File: src/design/knn_ram.sv
// Generic simple dual-port RAM: one write port, one read port.
// Read data is registered. No dependencies.
`default_nettype none

module knn_ram #(
    parameter int WIDTH = 16,
    parameter int DEPTH = 256
) (
    input  wire logic                                  i_clk,
    input  wire logic                                  i_we,
    input  wire logic [(DEPTH > 1 ? $clog2(DEPTH) : 1)-1:0] i_waddr,
    input  wire logic [WIDTH-1:0]                      i_wdata,
    input  wire logic [(DEPTH > 1 ? $clog2(DEPTH) : 1)-1:0] i_raddr,
    output logic      [WIDTH-1:0]                      o_rdata
);

    logic [WIDTH-1:0] r_mem [DEPTH];

    // write and registered read
    always_ff @(posedge i_clk) begin
        if (i_we) begin
            r_mem[i_waddr] <= i_wdata;
        end
        o_rdata <= r_mem[i_raddr];
    end

endmodule

`default_nettype wire

File: config.mk
export PLATFORM = sky130hd
export DESIGN_NAME = knn_ram
export DESIGN_NICKNAME = d
export VERILOG_FILES = /design/src/design/knn_ram.sv
export SDC_FILE = /design/constraint.sdc
export NUM_CORES = 2
export LEC_CHECK = 0
export ABC_AREA = 1
export BUFFER_PORTS_ARGS = -buffer_cell sky130_fd_sc_hd__buf_2
export CAP_MARGIN = 10
export CORE_ASPECT_RATIO = 0.8
export CORE_MARGIN = 4
export CORE_UTILIZATION = 45
export DETAILED_ROUTE_END_ITERATION = 6
export PLACE_DENSITY_LB_ADDON = 0.08
export SLEW_MARGIN = 20
export SYNTH_ARGS = -nofsm -noshare
export SYNTH_HDL_FRONTEND = slang
export SYNTH_SLANG_ARGS = --single-unit
File: constraint.sdc
create_clock -name i_clk -period 2.2 [get_ports i_clk]
set_input_delay 0.44 -clock i_clk [delete_from_list [all_inputs] [get_ports i_clk]]
set_output_delay 0.44 -clock i_clk [all_outputs]
set_load 0.05 [all_outputs]
Word-level counts from Yosys, hierarchy flattened
Memory sizes are Yosys's and may differ from the RTL's. A register that Yosys moved wholly into a read port is not among the register bits.
Cells that the tools add are included.

operators by class
  muxes and demuxes = 2

operator list
  cell               count
  1-bit two-way mux  2

word-level totals
  register bits after elaboration = 0
  memory bits (writable) = 4096
  output and inout port bits = 16
  logic and storage cells = 3
  memories kept = 1

memories
  memory  depth  width  read ports  clocked after Yosys merged registers in  write ports  RTL line  text
  r_mem   256    16     1           1                                        1            17        logic [WIDTH-1:0] r_mem [DEPTH];

Depth between registers and ports, before layout
  depth after elaboration = 2
  mapped depth = 15

Least setup slack after synthesis
Ideal clock, no wire load.

  path type = input to register
  start point = input i_we
  end point = memory r_mem[164][0], enable pin
  setup time = 388 ps
  arrival time = 1892 ps
  data required time = 1812 ps
  path slack = -80 ps
  stages on the path = 4
  path buffers = 2
  cells stage by stage = clkbuf_1 > nand3_1 > clkbuf_1 > nor2_1

on the way
  longest elaborated chain between the ends = 2

RTL lines
  item                                     RTL line  text
  start, declared                          10        input wire logic i_we,
  1-bit two-way mux                        21        if (i_we) begin
  1-bit two-way mux (implied by the code)  22        r_mem[i_waddr] <= i_wdata;
  end, declared                            17

No other way between the ends.

==> qor.yml <==
pin_count: 50
synth_flop_cell: "edfxtp_1"
row_count: 199
num_vias: 113000
drt_iter0_markers: 14270
die_height_um: 550.8
ys_async_sr_fraction_pct: 0
switching_share_pct: 23.30
post-route-min-period_ns: 2.229
finalMaxSlewViolations: 0
synth_top_cell_area_share_pct: 74.23
cp-start-kind: "input pin"
fin_ws_ns: -0.02905
powerDensity_nw_per_um2: 853.3
yosys-top-cells-area: "edfxtp_1 74%, nand3_1 12%, nand2_1 9.5%"
crit_type: "in -> reg"
cp_max_fo: 27
max-cap-violations: 0
tns_ns: -0.04124
syn_area_um2: 165700
status: "finished with violations"
relSlewSlack_pct: 27.70
tightest_slew_ns: 1.083
instances_no_fill: 19710
ys_ff_latch: 4112
final_nets: 14470
yosys_warnings: 0
final_core_util_pct: 53.61
place.gp.congestion: 0.8909
area_growth_pct: 18.74
syn_area_per_cell_um2: 12.17
fillers: 30810
cts_tree: "yes"
arrival_ns: 3.14
grt_pass1_vias: 106500
violations: "design-rule violations, negative setup slack"
antenna_found_initial: 29
hold_viol: 0
wl_per_cell_um: 27.50
grt_max_degree: 80
ys_types: 15
finalSetupViolCount: 2
place_hpwl_um: 340000
cts.clk_slew.worst_paths_ns: 0.06
synth_nets: 13650
yosysMostFrequentCell: "nand2_1"
worstPathRequired_ns: 3.11
synth_edf_count: 4096
timing.fmax_mhz: 448.6
fin_worst_skew_ns: 0.04250
root_buffer: "clkbuf_16"
ir_drop_mv: 0.7171
placedCellCount: 18930
post-synth-top-area-cell: "edfxtp_1"
seqPwrFrac_pct: 51.5
p_int_mw: 128.8
synth_commonest_cells: "4211 x nand2_1, 4096 x edfxtp_1, 4035 x nand3_1"
grt_pass1_wl_um: 776100
grt_overflow: 0
endpoint_kind: "register"
rsz0062_at_grt: "true"
netlist_instances: 13620
p_leak_nw: 69.88
grt_usage_pct: 28.07
post-route-period-util_pct: 101.3
ant_nets: 0
die_area_um2: 378100
via_per_inst: 5.734
cts_made_buffers: 412
cts.sinks: 4112
clk_latency_ns: 0.99
whs_ns: 0.1509
h-tree-depth: 5
routed_wl_um: 542100
synth_seq_area_share_pct: 74.42
start_util_pct: 45.15
design.core.area_um2: 367000
cts.path.max_buffers: 4
die_w_um: 686.5
io_buffers: 49
drt-pass1-iter-count: 7
drive_gt1_share_pct: 13.60
hold_class: "in -> reg"
drc: 2
combPwrFrac_pct: 7.4
power.switching_mw: 39.12
clkPwrFrac_pct: 41.1
logic make-up after synthesis:
kind of cell	after synthesis	synth area share [%]
flip-flops	4112	74.42
buffers and inverters	976	3.214
AND/OR/NAND/NOR	8529	22.37
layer usage:
metal	track usage, %	wire (um)	vias up
li1	-	-	50400
met1	41.51	232800	56570
met2	43.01	243300	5263
met3	4.498	48530	793
met4	8.288	17410	2
met5	0	13	-
placed cells by master (no fill, tap or decap):
cell | Yosys | routed
buf_12 | 1 | 514
buf_16 | 0 | 1
buf_2 | 495 | 14
buf_4 | 163 | 776
buf_6 | 53 | 6
buf_8 | 1 | 19
bufinv_16 | 0 | 33
clkbuf_1 | 154 | 86
clkbuf_16 | 0 | 415
clkbuf_8 | 0 | 7
clkinv_1 | 0 | 96
clkinv_2 | 0 | 74
clkinv_4 | 0 | 4
clkinv_8 | 0 | 10
clkinvlp_4 | 0 | 14
dfxtp_1 | 16 | 6
dfxtp_2 | 0 | 7
dfxtp_4 | 0 | 3
diode_2 | 0 | 8
dlygate4sd3_1 | 0 | 16
edfxtp_1 | 4096 | 4096
inv_1 | 35 | 33
inv_16 | 0 | 5
inv_2 | 2 | 1
inv_6 | 0 | 12
inv_8 | 0 | 2
nand2_1 | 4211 | 4188
nand2_2 | 0 | 23
nand3_1 | 4035 | 4022
nand3_2 | 0 | 12
nand3_4 | 0 | 1
nor2_1 | 283 | 226
nor2_2 | 0 | 57
critical path, stage by stage:
cell and delay (ns):
buf_12 0.14, inv_16 0.20, buf_12 0.21, buf_12 0.21, buf_4 0.17, nand2_1 0.06, nand3_1 0.07, nand3_1 0.15
nand3_1 0.13, buf_4 0.14, nand3_1 0.11, nand3_1 0.09, nand3_1 0.34, nand2_1 0.34, nand2_1 0.10, nand2_1 0.08
path summary, 6_finish.rpt:
| check | depth (start not counted) | end | from | slack (ns) |
|---|---|---|---|---|
| hold / removal | 4 | o_rdata[14] | i_raddr[7] | 0.15 |
| setup / recovery | 16 | o_rdata[14] | i_raddr[0] | -0.03 |
| hold reg to reg | 10 | o_rdata[12] | r_mem[244][12] | 1.06 |
| setup reg to reg | 11 | o_rdata[15] | r_mem[233][15] | 0.04 |
metrics by stage:
| step | cell area (um^2) | total power [mW] | setup WS (ns) |
|---|---|---|---|
| after global placement | 183400 | 100.4 | -1.239 |
| after global routing | 196800 | 172.8 | -0.03228 |
| after floorplan | 165700 | 93.55 | -0.08044 |
| after detailed placement | 183400 | 100.4 | -1.232 |
| after CTS | 196700 | 168.8 | 0.003061 |
| final | 196800 | 167.9 | -0.02905 |
registers in the layout, indices dropped and copies added, names as in the netlist:
name and cells:
o_rdata 16, r_mem 4096
power by group through the flow:
stage | registers, mW | logic (mW) | clock network (mW)
after floorplan | 88.2 | 5.34 | 0
after global placement | 88.1 | 12.2 | 0
after detailed placement | 88.1 | 12.3 | 0
after CTS | 86.5 | 12.4 | 70.0
after global routing | 86.4 | 13.3 | 73.1
final | 86.5 | 12.5 | 68.9
what timing repair did:
action,in CTS,in global routing
buffers inserted,0,0
hold endpoints to repair,435,0
endpoints found under the setup margin,19,10
hold buffers,16,0
gates resized for setup,38,15
area by class of cell:
cell class              count  area [um^2]  area share, %
well taps                4924         6161          3.131
inverters                  39        198.9         0.1011
clock buffers             508        10800          5.491
repair buffers           1346        16730          8.500
multi-input cells        8529        37340          18.97
diodes                      8        20.02        0.01017
flip-flops and latches   4112       123300          62.68
clock inverters           245         2181          1.108
(Power assumes the default switching activity.)
